$ cat src/sv/flc_pkg.sv
`timescale 1ns / 1ps
// ----------------------------------------------------------------------------
// Fuzzy level controller package
// Shared constants, widths and handshake structs of the fuzzy level controller.
// ----------------------------------------------------------------------------
package flc_pkg;

  // Output grid, integer points.
  localparam int GRID_LOW  = -25;
  localparam int GRID_HIGH = 100;
  localparam int N_PTS     = GRID_HIGH - GRID_LOW + 1;

  // Q1.15 unity and Q8.8 format.
  localparam int ONE_Q15 = 32768;
  localparam int FRAC_BITS = 8;
  localparam int W_W = 16;
  localparam int LEVEL_W = 16;
  localparam int ERR_W = LEVEL_W + 2;
  localparam int MAG_W = LEVEL_W + 1;

  // Input memberships. A slope of 10.0 in Q8.8 is 2560 counts, so
  // 32768 / 2560 = 64 / 5; the triangle half width of 5.0 gives 128 / 5.
  localparam int SIDE_SPAN = 2560;
  localparam int ZERO_HALF = 1280;
  localparam int SIDE_SHIFT = 6;
  localparam int ZERO_SHIFT = 7;
  localparam int MF_BITS = 18;
  localparam int SIDE_W = 12;
  localparam int ZERO_W = 11;

  // Division by five as a reciprocal multiplication: floor(n / 5) equals
  // (n * 52429) >> 18 for every n below 2^18, which covers MF_BITS.
  localparam int RECIP_5 = 52429;
  localparam int RECIP_SHIFT = 18;
  localparam int MF_PROD_W = MF_BITS + 16;

  // Output memberships.
  localparam int CLOSED_HALF = 25;
  localparam int OPEN_SPAN = 50;
  localparam int CLO_STEP_Q = ONE_Q15 / CLOSED_HALF;
  localparam int CLO_STEP_R = ONE_Q15 % CLOSED_HALF;
  localparam int OPN_STEP_Q = ONE_Q15 / OPEN_SPAN;
  localparam int OPN_STEP_R = ONE_Q15 % OPEN_SPAN;
  localparam int CLO_N0 = (GRID_LOW < -CLOSED_HALF) ? 0 : GRID_LOW + CLOSED_HALF;
  localparam int CLO_Q0 = (CLO_N0 * ONE_Q15) / CLOSED_HALF;
  localparam int CLO_R0 = (CLO_N0 * ONE_Q15) % CLOSED_HALF;
  localparam int REM_W = 7;

  // Grid coordinate and accumulator widths.
  localparam int X_MAG = (GRID_HIGH > -GRID_LOW) ? GRID_HIGH : -GRID_LOW;
  localparam int X_W = $clog2(X_MAG + 1) + 1;
  localparam int PROD_W = W_W + X_W + 1;
  localparam longint TOP_BOUND = longint'(ONE_Q15) * N_PTS * X_MAG;
  localparam int TOPM_W = $clog2(TOP_BOUND + 1);
  localparam int TOP_W = TOPM_W + 1;
  localparam int BOT_W = $clog2(ONE_Q15 * N_PTS + 1);

  // Divider.
  localparam int NUM_W = TOPM_W + FRAC_BITS;
  localparam int DEN_W = BOT_W;
  localparam int CNT_W = $clog2(NUM_W + 1);

  // Output saturation.
  localparam int OUT_W = 16;
  localparam int OUT_MAX = 32767;
  localparam int OUT_MIN_MAG = 32768;

  typedef struct packed {
    logic             start;
    logic [CNT_W-1:0] iters;
    logic [NUM_W-1:0] num;
    logic [DEN_W-1:0] den;
  } div_req_t;

  typedef struct packed {
    logic             busy;
    logic             done;
    logic [NUM_W-1:0] quo;
  } div_resp_t;

  typedef struct packed {
    logic           start;
    logic [W_W-1:0] cut;
    logic [W_W-1:0] pos;
  } grid_req_t;

endpackage

$ cat src/sv/flc_in_if.sv
`timescale 1ns / 1ps
// ----------------------------------------------------------------------------
// Level sample channel
// Valid/ready channel that carries one measured level per beat.
// ----------------------------------------------------------------------------
interface flc_in_if;
  logic        valid;
  logic        ready;
  logic [15:0] measured_level;

  modport source (output valid, output measured_level, input ready);
  modport sink (input valid, input measured_level, output ready);
endinterface

$ cat src/sv/flc_out_if.sv
`timescale 1ns / 1ps
// ----------------------------------------------------------------------------
// Aperture result channel
// Valid/ready channel that carries one valve aperture per beat.
// ----------------------------------------------------------------------------
interface flc_out_if;
  logic               valid;
  logic               ready;
  logic signed [15:0] aperture;

  modport source (output valid, output aperture, input ready);
  modport sink (input valid, input aperture, output ready);
endinterface

$ cat src/sv/fuzzy_level_controller_unit.sv
`timescale 1ns / 1ps
// ----------------------------------------------------------------------------
// Fuzzy level controller
// Mamdani controller that turns a measured tank level into a valve aperture.
// ----------------------------------------------------------------------------
// Usage:
//   The target level (unsigned Q8.8) is written through cfg_wr_en/cfg_wr_data
//   while the block is idle. Each beat on the sample channel carries one
//   measured level; each beat on the result channel carries one signed Q8.8
//   aperture, the centroid of the composed output set, rounded toward zero.
//   One sample gives exactly one result, in order.
//   Steps: a sample beat passes through the input memberships (the divisions
//   by five are reciprocal multiplications), the grid walk (one cycle per
//   output grid point plus start and pipeline drain), the 37-bit centroid
//   division in the bit-serial divider (skipped when the weight sum is
//   zero), and the load of the output register. The block takes one sample
//   at a time and is ready again once its result sits in the output
//   register.
//   Reset clears the target level to zero and empties the output register.
//   If the receiver stalls, the finished result waits in the output register
//   and a new sample is still taken; that sample's result waits in the block
//   until the register is free.
// ----------------------------------------------------------------------------
module fuzzy_level_controller_unit (
  input  logic        clk,
  input  logic        rst,
  input  logic        cfg_wr_en,
  input  logic [15:0] cfg_wr_data,
  flc_in_if.sink      sample,
  flc_out_if.source   result
);

  typedef enum logic [4:0] {
    S_IDLE    = 5'b00001,
    S_MF      = 5'b00010,
    S_GRID    = 5'b00100,
    S_DIV_CTR = 5'b01000,
    S_OUT     = 5'b10000
  } state_t;

  state_t                                state;
  logic                                  kick;
  logic [flc_pkg::LEVEL_W-1:0]           target_level;
  logic [flc_pkg::MAG_W-1:0]             mag;
  logic                                  e_neg;
  logic                                  e_pos;
  logic [flc_pkg::W_W-1:0]               cut;
  logic [flc_pkg::W_W-1:0]               pos;
  logic signed [flc_pkg::OUT_W-1:0]      res;
  logic                                  out_valid;
  logic signed [flc_pkg::OUT_W-1:0]      aperture;

  logic signed [flc_pkg::ERR_W-1:0]      err;
  logic [flc_pkg::MAG_W-1:0]             err_mag;
  logic [flc_pkg::SIDE_W-1:0]            side_dist;
  logic [flc_pkg::ZERO_W-1:0]            zero_dist;
  logic [flc_pkg::MF_BITS-1:0]           side_num;
  logic [flc_pkg::MF_BITS-1:0]           zero_num;
  logic [flc_pkg::MF_PROD_W-1:0]         side_prod;
  logic [flc_pkg::MF_PROD_W-1:0]         zero_prod;
  logic [flc_pkg::W_W-1:0]               side_mf;
  logic [flc_pkg::W_W-1:0]               zero_mf;
  logic                                  top_neg;
  logic [flc_pkg::TOPM_W-1:0]            top_abs;
  logic signed [flc_pkg::OUT_W-1:0]      ctr;

  flc_pkg::div_req_t                     div_req;
  flc_pkg::div_resp_t                    div_resp;
  flc_pkg::grid_req_t                    grid_req;
  logic                                  grid_done;
  logic signed [flc_pkg::TOP_W-1:0]      grid_top;
  logic [flc_pkg::BOT_W-1:0]             grid_bot;

  assign sample.ready    = (state == S_IDLE);
  assign result.valid    = out_valid;
  assign result.aperture = aperture;

  // Error e = target - level in signed Q8.8, kept as magnitude and sign.
  assign err     = $signed({2'b00, target_level}) - $signed({2'b00, sample.measured_level});
  assign err_mag = err[flc_pkg::ERR_W-1] ? flc_pkg::MAG_W'(-err) : flc_pkg::MAG_W'(err);

  // The outer shoulder (negative or positive, whichever side the error is on)
  // saturates at 10.0; the zero triangle vanishes beyond 5.0.
  assign side_dist = (mag >= flc_pkg::MAG_W'(flc_pkg::SIDE_SPAN)) ?
                     flc_pkg::SIDE_W'(flc_pkg::SIDE_SPAN) : flc_pkg::SIDE_W'(mag);
  assign zero_dist = (mag >= flc_pkg::MAG_W'(flc_pkg::ZERO_HALF)) ? '0 :
                     flc_pkg::ZERO_W'(flc_pkg::ZERO_HALF) - flc_pkg::ZERO_W'(mag);
  assign side_num  = flc_pkg::MF_BITS'(side_dist) << flc_pkg::SIDE_SHIFT;
  assign zero_num  = flc_pkg::MF_BITS'(zero_dist) << flc_pkg::ZERO_SHIFT;

  // Both memberships are the scaled distance divided by five, truncated.
  assign side_prod = flc_pkg::MF_PROD_W'(side_num) * flc_pkg::MF_PROD_W'(flc_pkg::RECIP_5);
  assign zero_prod = flc_pkg::MF_PROD_W'(zero_num) * flc_pkg::MF_PROD_W'(flc_pkg::RECIP_5);
  assign side_mf   = side_prod[flc_pkg::RECIP_SHIFT +: flc_pkg::W_W];
  assign zero_mf   = zero_prod[flc_pkg::RECIP_SHIFT +: flc_pkg::W_W];

  // Centroid sign and magnitude; the quotient is truncated, so negating it
  // afterwards rounds toward zero.
  assign top_neg = grid_top[flc_pkg::TOP_W-1];
  assign top_abs = top_neg ? flc_pkg::TOPM_W'(-grid_top) : flc_pkg::TOPM_W'(grid_top);

  always_comb begin
    if (top_neg) begin
      if (div_resp.quo > flc_pkg::NUM_W'(flc_pkg::OUT_MIN_MAG)) begin
        ctr = flc_pkg::OUT_W'(-flc_pkg::OUT_MIN_MAG);
      end else begin
        ctr = -$signed(flc_pkg::OUT_W'(div_resp.quo));
      end
    end else begin
      if (div_resp.quo > flc_pkg::NUM_W'(flc_pkg::OUT_MAX)) begin
        ctr = flc_pkg::OUT_W'(flc_pkg::OUT_MAX);
      end else begin
        ctr = $signed(flc_pkg::OUT_W'(div_resp.quo));
      end
    end
  end

  // The divider computes the centroid magnitude (|sum(w*x)| * 256) / sum(w).
  always_comb begin
    div_req.start = kick && (state == S_DIV_CTR);
    div_req.num   = {top_abs, {flc_pkg::FRAC_BITS{1'b0}}};
    div_req.den   = grid_bot;
    div_req.iters = flc_pkg::CNT_W'(flc_pkg::NUM_W);
  end

  assign grid_req.start = kick && (state == S_GRID);
  assign grid_req.cut   = cut;
  assign grid_req.pos   = pos;

  // Sequencer: the grid walk and the centroid division are each started with a
  // one-cycle kick, and the sequencer waits for that unit's done pulse.
  always_ff @(posedge clk) begin
    if (rst) begin
      state        <= S_IDLE;
      kick         <= 1'b0;
      out_valid    <= 1'b0;
      target_level <= '0;
    end else begin
      kick <= 1'b0;
      if (cfg_wr_en) begin
        target_level <= cfg_wr_data;
      end
      if (result.valid && result.ready) begin
        out_valid <= 1'b0;
      end
      unique case (state)
        S_IDLE: begin
          if (sample.valid) begin
            mag   <= err_mag;
            e_neg <= err[flc_pkg::ERR_W-1];
            e_pos <= !err[flc_pkg::ERR_W-1] && (err != '0);
            state <= S_MF;
          end
        end
        S_MF: begin
          // The closed set is clipped by max(negative, zero).
          cut   <= (e_neg && (side_mf > zero_mf)) ? side_mf : zero_mf;
          pos   <= e_pos ? side_mf : '0;
          kick  <= 1'b1;
          state <= S_GRID;
        end
        S_GRID: begin
          if (grid_done) begin
            if (grid_bot == '0) begin
              res   <= '0;
              state <= S_OUT;
            end else begin
              kick  <= 1'b1;
              state <= S_DIV_CTR;
            end
          end
        end
        S_DIV_CTR: begin
          if (div_resp.done) begin
            res   <= ctr;
            state <= S_OUT;
          end
        end
        S_OUT: begin
          if (!out_valid || result.ready) begin
            out_valid <= 1'b1;
            aperture  <= res;
            state     <= S_IDLE;
          end
        end
        default: begin
          state <= S_IDLE;
        end
      endcase
    end
  end

  flc_div u_div (
    .clk  (clk),
    .rst  (rst),
    .req  (div_req),
    .resp (div_resp)
  );

  flc_grid u_grid (
    .clk  (clk),
    .rst  (rst),
    .req  (grid_req),
    .done (grid_done),
    .top  (grid_top),
    .bot  (grid_bot)
  );

`ifndef SYNTHESIS
  a_div_start_free: assert property (@(posedge clk) disable iff (rst)
    div_req.start |-> !div_resp.busy)
    else $error("divider started while busy");

  a_div_done_owner: assert property (@(posedge clk) disable iff (rst)
    div_resp.done |-> (state == S_DIV_CTR))
    else $error("divider finished outside the centroid step");

  a_grid_done_owner: assert property (@(posedge clk) disable iff (rst)
    grid_done |-> (state == S_GRID))
    else $error("grid walk finished outside the grid step");

  a_sample_starts: assert property (@(posedge clk) disable iff (rst)
    (sample.valid && sample.ready) |=> (state == S_MF))
    else $error("accepted sample did not start the membership step");
`endif

endmodule

$ cat src/sv/flc_div.sv
`timescale 1ns / 1ps
// ----------------------------------------------------------------------------
// Restoring divider
// Unsigned divider that retires one quotient bit per cycle for a given count.
// ----------------------------------------------------------------------------
module flc_div (
  input  logic               clk,
  input  logic               rst,
  input  flc_pkg::div_req_t  req,
  output flc_pkg::div_resp_t resp
);

  logic                        busy;
  logic                        done;
  logic [flc_pkg::CNT_W-1:0]   cnt;
  logic [flc_pkg::NUM_W-1:0]   num;
  logic [flc_pkg::NUM_W-1:0]   quo;
  logic [flc_pkg::DEN_W-1:0]   rem;
  logic [flc_pkg::DEN_W-1:0]   den;
  logic [flc_pkg::DEN_W:0]     trial;
  logic                        fits;

  // The numerator is consumed from its top bit, so short divisions are left aligned.
  assign trial = {rem, num[flc_pkg::NUM_W-1]};
  assign fits  = (trial >= {1'b0, den});

  always_ff @(posedge clk) begin
    if (rst) begin
      busy <= 1'b0;
      done <= 1'b0;
    end else begin
      done <= 1'b0;
      if (req.start) begin
        busy <= 1'b1;
        cnt  <= req.iters;
        num  <= req.num;
        den  <= req.den;
        quo  <= '0;
        rem  <= '0;
      end else if (busy) begin
        num <= {num[flc_pkg::NUM_W-2:0], 1'b0};
        quo <= {quo[flc_pkg::NUM_W-2:0], fits};
        rem <= fits ? flc_pkg::DEN_W'(trial - {1'b0, den}) : flc_pkg::DEN_W'(trial);
        cnt <= cnt - 1'b1;
        if (cnt == flc_pkg::CNT_W'(1)) begin
          busy <= 1'b0;
          done <= 1'b1;
        end
      end
    end
  end

  assign resp.busy = busy;
  assign resp.done = done;
  assign resp.quo  = quo;

endmodule

$ cat src/sv/flc_grid.sv
`timescale 1ns / 1ps
// ----------------------------------------------------------------------------
// Output grid walker
// Steps over the output grid one point per cycle and accumulates the
// weighted and plain sums of the composed output membership.
// ----------------------------------------------------------------------------
module flc_grid (
  input  logic                              clk,
  input  logic                              rst,
  input  flc_pkg::grid_req_t                req,
  output logic                              done,
  output logic signed [flc_pkg::TOP_W-1:0]  top,
  output logic        [flc_pkg::BOT_W-1:0]  bot
);

  localparam logic signed [flc_pkg::X_W-1:0] X_FIRST = flc_pkg::X_W'(flc_pkg::GRID_LOW);
  localparam logic signed [flc_pkg::X_W-1:0] X_LAST  = flc_pkg::X_W'(flc_pkg::GRID_HIGH);
  localparam logic signed [flc_pkg::X_W-1:0] X_CLO_LO = flc_pkg::X_W'(-flc_pkg::CLOSED_HALF);
  localparam logic signed [flc_pkg::X_W-1:0] X_CLO_HI = flc_pkg::X_W'(flc_pkg::CLOSED_HALF - 1);
  localparam logic signed [flc_pkg::X_W-1:0] X_OPN_HI = flc_pkg::X_W'(flc_pkg::OPEN_SPAN - 1);
  localparam logic signed [flc_pkg::X_W-1:0] X_ZERO = '0;

  logic                              running;
  logic signed [flc_pkg::X_W-1:0]    x;
  logic [flc_pkg::W_W-1:0]           clo_q;
  logic [flc_pkg::REM_W-1:0]         clo_r;
  logic [flc_pkg::W_W-1:0]           opn_q;
  logic [flc_pkg::REM_W-1:0]         opn_r;
  logic [flc_pkg::W_W-1:0]           cut;
  logic [flc_pkg::W_W-1:0]           pos;

  logic                              v1;
  logic                              l1;
  logic [flc_pkg::W_W-1:0]           w1;
  logic signed [flc_pkg::X_W-1:0]    x1;
  logic                              v2;
  logic                              l2;
  logic [flc_pkg::W_W-1:0]           w2;
  logic signed [flc_pkg::PROD_W-1:0] prod2;

  logic [flc_pkg::W_W-1:0]           clo_cut;
  logic [flc_pkg::W_W-1:0]           opn_cut;
  logic [flc_pkg::W_W-1:0]           w;
  logic                              clo_up;
  logic                              clo_dn;
  logic                              opn_up;
  logic [flc_pkg::REM_W-1:0]         clo_r_up;
  logic [flc_pkg::REM_W-1:0]         opn_r_up;

  // Clipped shapes, then their maximum.
  assign clo_cut = (cut < clo_q) ? cut : clo_q;
  assign opn_cut = (pos < opn_q) ? pos : opn_q;
  assign w       = (clo_cut > opn_cut) ? clo_cut : opn_cut;

  // The shape values are floor(n * 32768 / d), kept as quotient and remainder
  // and stepped by 32768 / d each time the distance n moves by one.
  assign clo_up = (x >= X_CLO_LO) && (x < X_ZERO);
  assign clo_dn = (x >= X_ZERO) && (x <= X_CLO_HI);
  assign opn_up = (x >= X_ZERO) && (x <= X_OPN_HI);
  assign clo_r_up = clo_r + flc_pkg::REM_W'(flc_pkg::CLO_STEP_R);
  assign opn_r_up = opn_r + flc_pkg::REM_W'(flc_pkg::OPN_STEP_R);

  always_ff @(posedge clk) begin
    if (rst) begin
      running <= 1'b0;
      v1      <= 1'b0;
      v2      <= 1'b0;
      done    <= 1'b0;
    end else begin
      v1   <= 1'b0;
      v2   <= v1;
      done <= v2 && l2;
      if (req.start) begin
        running <= 1'b1;
        cut     <= req.cut;
        pos     <= req.pos;
        x       <= X_FIRST;
        clo_q   <= flc_pkg::W_W'(flc_pkg::CLO_Q0);
        clo_r   <= flc_pkg::REM_W'(flc_pkg::CLO_R0);
        opn_q   <= '0;
        opn_r   <= '0;
        top     <= '0;
        bot     <= '0;
      end else if (running) begin
        v1 <= 1'b1;
        l1 <= (x == X_LAST);
        w1 <= w;
        x1 <= x;
        if (x == X_LAST) begin
          running <= 1'b0;
        end else begin
          x <= x + 1'b1;
        end
        if (clo_up) begin
          if (clo_r_up >= flc_pkg::REM_W'(flc_pkg::CLOSED_HALF)) begin
            clo_r <= clo_r_up - flc_pkg::REM_W'(flc_pkg::CLOSED_HALF);
            clo_q <= clo_q + flc_pkg::W_W'(flc_pkg::CLO_STEP_Q + 1);
          end else begin
            clo_r <= clo_r_up;
            clo_q <= clo_q + flc_pkg::W_W'(flc_pkg::CLO_STEP_Q);
          end
        end else if (clo_dn) begin
          if (clo_r < flc_pkg::REM_W'(flc_pkg::CLO_STEP_R)) begin
            clo_r <= clo_r + flc_pkg::REM_W'(flc_pkg::CLOSED_HALF - flc_pkg::CLO_STEP_R);
            clo_q <= clo_q - flc_pkg::W_W'(flc_pkg::CLO_STEP_Q + 1);
          end else begin
            clo_r <= clo_r - flc_pkg::REM_W'(flc_pkg::CLO_STEP_R);
            clo_q <= clo_q - flc_pkg::W_W'(flc_pkg::CLO_STEP_Q);
          end
        end
        if (opn_up) begin
          if (opn_r_up >= flc_pkg::REM_W'(flc_pkg::OPEN_SPAN)) begin
            opn_r <= opn_r_up - flc_pkg::REM_W'(flc_pkg::OPEN_SPAN);
            opn_q <= opn_q + flc_pkg::W_W'(flc_pkg::OPN_STEP_Q + 1);
          end else begin
            opn_r <= opn_r_up;
            opn_q <= opn_q + flc_pkg::W_W'(flc_pkg::OPN_STEP_Q);
          end
        end
      end
      if (v1) begin
        l2    <= l1;
        w2    <= w1;
        prod2 <= $signed({1'b0, w1}) * x1;
      end
      if (v2) begin
        top <= top + flc_pkg::TOP_W'(prod2);
        bot <= bot + flc_pkg::BOT_W'(w2);
      end
    end
  end

endmodule

$ cat src/flat_wrapper.sv
// flat-port wrapper written by rule: the top's interface ports become plain ports
module fuzzy_level_controller_unit_flat 
  (clk, rst, cfg_wr_en, cfg_wr_data, sample_valid, sample_measured_level, sample_ready, result_valid, result_aperture, result_ready);
  flc_in_if sample_i ();
  flc_out_if result_i ();
  input  logic clk;
  input  logic rst;
  input  logic cfg_wr_en;
  input  logic [15:0] cfg_wr_data;
  input wire logic [$bits(sample_i.valid)-1:0] sample_valid;
  input wire logic [$bits(sample_i.measured_level)-1:0] sample_measured_level;
  output wire logic [$bits(sample_i.ready)-1:0] sample_ready;
  output wire logic [$bits(result_i.valid)-1:0] result_valid;
  output wire logic [$bits(result_i.aperture)-1:0] result_aperture;
  input wire logic [$bits(result_i.ready)-1:0] result_ready;
  assign sample_i.valid = sample_valid;
  assign sample_i.measured_level = sample_measured_level;
  assign sample_ready = sample_i.ready;
  assign result_valid = result_i.valid;
  assign result_aperture = result_i.aperture;
  assign result_i.ready = result_ready;
  fuzzy_level_controller_unit u_core (.clk(clk), .rst(rst), .cfg_wr_en(cfg_wr_en), .cfg_wr_data(cfg_wr_data), .sample(sample_i), .result(result_i));
endmodule
$ cat config.mk
export PLATFORM = sky130hd
export DESIGN_NAME = fuzzy_level_controller_unit_flat
export DESIGN_NICKNAME = d
export VERILOG_FILES = /design/src/sv/flc_pkg.sv /design/src/sv/flc_in_if.sv /design/src/sv/flc_out_if.sv /design/src/sv/fuzzy_level_controller_unit.sv /design/src/sv/flc_div.sv /design/src/sv/flc_grid.sv /design/src/flat_wrapper.sv
export SDC_FILE = /design/constraint.sdc
export NUM_CORES = 2
export LEC_CHECK = 0
export ABC_AREA = 1
export BUFFER_PORTS_ARGS = -buffer_cell sky130_fd_sc_hd__buf_2
export CAP_MARGIN = 20
export CORE_MARGIN = 5
export CORE_UTILIZATION = 60
export CTS_BUF_LIST = sky130_fd_sc_hd__clkbuf_8
export DETAILED_ROUTE_END_ITERATION = 6
export GPL_TIMING_DRIVEN = 0
export PLACE_DENSITY = 0.88
export SLEW_MARGIN = 25
export SYNTH_ARGS = -nofsm -noshare
export SYNTH_HDL_FRONTEND = slang
export SYNTH_HIERARCHICAL = 1
export SYNTH_SLANG_ARGS = --single-unit
export TNS_END_PERCENT = 1
$ cat constraint.sdc
create_clock -name clk -period 12.4 [get_ports clk]
set_input_delay 2.48 -clock clk [delete_from_list [all_inputs] [get_ports clk]]
set_output_delay 2.48 -clock clk [all_outputs]
set_load 0.005 [all_outputs]
==> impl_summary.log <==
[metrics] result of the run: finished, violations left
[metrics] failing checks: DRC
[metrics] Achievable Freq: 118 MHz
[metrics] post-CTS setup-driven buffer insertion count: 0
[metrics] total negative slack: 0 ns
[metrics] Layout fillers: 5321
[metrics] share of final-layout standard cells stronger than drive strength 1: 5.66%
[metrics] highest routed metal layer: met4
[metrics] input/output buffers: 54
[metrics] row cnt: 94
[metrics] origin of the worst setup path: u_core/mag[0]
[metrics] cell repeated most along the worst path: inv_1
[metrics] GRT Total Usage: 28.1%
[metrics] clock slew at reported path FFs: 0.06 ns
[metrics] clk_skew: 0.0425 ns
[metrics] Critical Path Start Type: register
[metrics] biggest cell delay along the critical path: 0.54 ns
[metrics] leakage power of the design: 21.5 nW
[metrics] core region area: 65700 um2
[metrics] switching share of power: 32.6%
[metrics] required time of the critical path: 12.84 ns
[metrics] Max-Cap Viols: 0
[metrics] power density relative to cell area: 92.7 nW/um2
[metrics] clock latency on the worst-skew pair: 0.68 ns
[metrics] net count of the finished layout: 5934
[metrics] Core Util, Final: 65.6%
[metrics] maximum fanout along the worst path: 10
[metrics] R2R setup slack: 3.92 ns
[metrics] DR iter-0 viols: 2978
[metrics] net load switching power: 1.30 mW
[metrics] DRC violation count after routing: 1
[metrics] start of the worst register-to-register path: u_core/mag[0]
[metrics] total gr overflow: 0
[metrics] detailed-routed wire length on met3: 5960 um
[metrics] transition time of the tightest slew-check pin: 0.910 ns
[metrics] HPWL after detailed placement: 81200 um
[metrics] non-filler instance count after layout: 6275
[metrics] Hold Path Stages: 0
[metrics] share of the clock period used by the worst path: 68.4%
[metrics] beginning of the worst hold path: u_core/pos[11]
[metrics] clock share of power: 33.5%
[metrics] worst-case headroom to the max-slew limit: 39.3%
[metrics] yosys synthesis warning count: 6
[metrics] Seq pwr share: 42.2%
[metrics] count of hold-fix buffers inserted at cts: 0
[metrics] number of buffers added by the clock tree synthesis step: 75
[metrics] pre-CTS WS: 4.17 ns
[metrics] pin count of the biggest net entering global routing: 29
[metrics] slowest CP cell: fa_1
[metrics] count of pins on the block boundary: 55
[metrics] number of instances in the synthesized netlist: 5188
[metrics] time the worst path needs with I/O delays and setup: 8.48 ns
[metrics] startpoint-to-endpoint class of the critical path: register to register
[metrics] Detail Route met2 WL: 50800 um
[metrics] setup repair after global routing missed its margin: false
[metrics] setup ws final: 3.92 ns
[metrics] x dimension of the die: 267 um
[metrics] Post-Syn Area: 39800 um2
[metrics] Detailed Route WL: 102000 um
[metrics] Root Buffer: clkbuf_8
[metrics] met1 wire length: 40500 um
[metrics] H-tree lvl count: 3
[metrics] WL/cell: 16.3 um
[metrics] hold crit path type: register to register
[metrics] die boundary height: 267 um
[metrics] Worst Setup End Kind: register
[metrics] first-pass GRT wire length: 165000 um
[metrics] combinational cell fraction of total power: 24.3%
[metrics] number of antenna violations at the first check in global routing: 1
[metrics] DRT Pass-1 Iters: 7
[metrics] vias per std cell: 5.54
[metrics] number of cells on the worst reg-to-reg path: 36
[metrics] area of the die: 71500 um2
[metrics] routed vias: 34800
[metrics] Finish-stage setup viols: 0
[metrics] arrival time of data at the critical path endpoint: 8.92 ns
[metrics] Final Hold Vio Count: 0
[metrics] mean post-synth cell area: 7.66 um2
[metrics] post-cts resize count: 0
[metrics] starting density of the core: 60.5%
[metrics] routability congestion estimate from global placement: 0.989
[metrics] number of sinks driven by the clock tree: 440
[metrics] antenna-violating nets left: 0
[metrics] Cell Int Power: 2.69 mW
[metrics] maximum clock path buffer count: 3
[metrics] vias in the first global route: 34100
[metrics] placed instance count: 6137
[metrics] Layout area overhead: 8.45%
[metrics] maximum resistive drop on vdd: 0.000146 V
[metrics] TritonCTS clock tree: yes
[metrics] final slew viol count: 0
worst paths after layout:
kind / to
worst max-delay path: u_core/cut[3]
worst min-delay path: u_core/u_grid/pos[11]
worst max register to register: u_core/cut[3]
worst min register to register: u_core/u_grid/pos[11]
through the flow:
stage	area, um2	hold slack [ns]	total power, mW
after floorplan	39800	0.400	2.36
after global placement	41100	0.401	2.64
after detailed placement	41600	0.405	2.67
after CTS	43100	0.406	4.00
after global routing	43100	0.416	4.21
final	43100	0.411	3.99
final cells by class:
cell class	instances	area (um2)	area share [%]
Clock buffer	78	1070	2.49
Clock inverter	59	444	1.03
Tap cell	864	1080	2.51
Buffer	113	543	1.26
Multi-Input combinational cell	3709	22900	53.1
Antenna cell	1	2.50	0.00581
Inverter	938	3520	8.17
Timing Repair Buffer	73	619	1.44
Sequential cell	440	12900	30.0
power by group through the flow:
stage	combinational [mW]	sequential, mW	clock [mW]
final	0.971	1.68	1.34
after global routing	1.09	1.69	1.43
after CTS	0.958	1.68	1.36
after detailed placement	0.953	1.71	0
after global placement	0.924	1.71	0
after floorplan	0.657	1.71	0
routing by layer:
layer / up-vias / track usage (%)
met5: - / 0
met4: 0 / 12.9
met3: 308 / 3.65
met2: 1316 / 50.2
met1: 16200 / 33.9
li1: 17000 / -
critical path: cells and delay by family, from the launching register on:
kind,cells,cell delay (ns)
flops,1,0.48
buf+inv,10,1.28
fa+ha+maj,8,3.13
compound gates,7,2.03
simple gates,11,1.29
cells in the final DEF (no fill, tap or decap), types with 20 or more instances in the layout:
cell      count
fa_1        169
nand2_1    1366
nor2_1      494
clkinv_1     29
and2_1       25
clkbuf_8     78
xnor2_1      40
nor4_1       20
o21ai_0     179
edfxtp_1    411
clkbuf_1     68
nor3_1       59
nand4_1      51
inv_1       935
dfxtp_1      29
nand3_1     292
buf_2        78
o21bai_1     26
nand3b_1     36
xor2_1      109
ha_1        378
a21oi_1     288
registers in the layout (all words and copies together) (netlist names), 7 cells and up:
| register | cells |
|---|---|
| u_core/u_div/num | 37 |
| u_core/u_div/quo | 37 |
| u_core/u_grid/top | 30 |
| u_core/u_grid/prod2 | 25 |
| u_core/u_div/den | 22 |
| u_core/u_div/rem | 22 |
| u_core/u_grid/bot | 22 |
| u_core/mag | 17 |
| u_core/cut | 16 |
| u_core/pos | 16 |
| u_core/res | 16 |
| u_core/result.aperture | 16 |
| u_core/target_level | 16 |
| u_core/u_grid/clo_q | 16 |
| u_core/u_grid/cut | 16 |
| u_core/u_grid/opn_q | 16 |
| u_core/u_grid/pos | 16 |
| u_core/u_grid/w1 | 16 |
| u_core/u_grid/w2 | 16 |
| u_core/u_grid/x1 | 8 |
| u_core/u_grid/x | 8 |
| u_core/u_grid/clo_r | 7 |
Note: power is estimated with default switching activity, not from simulation.
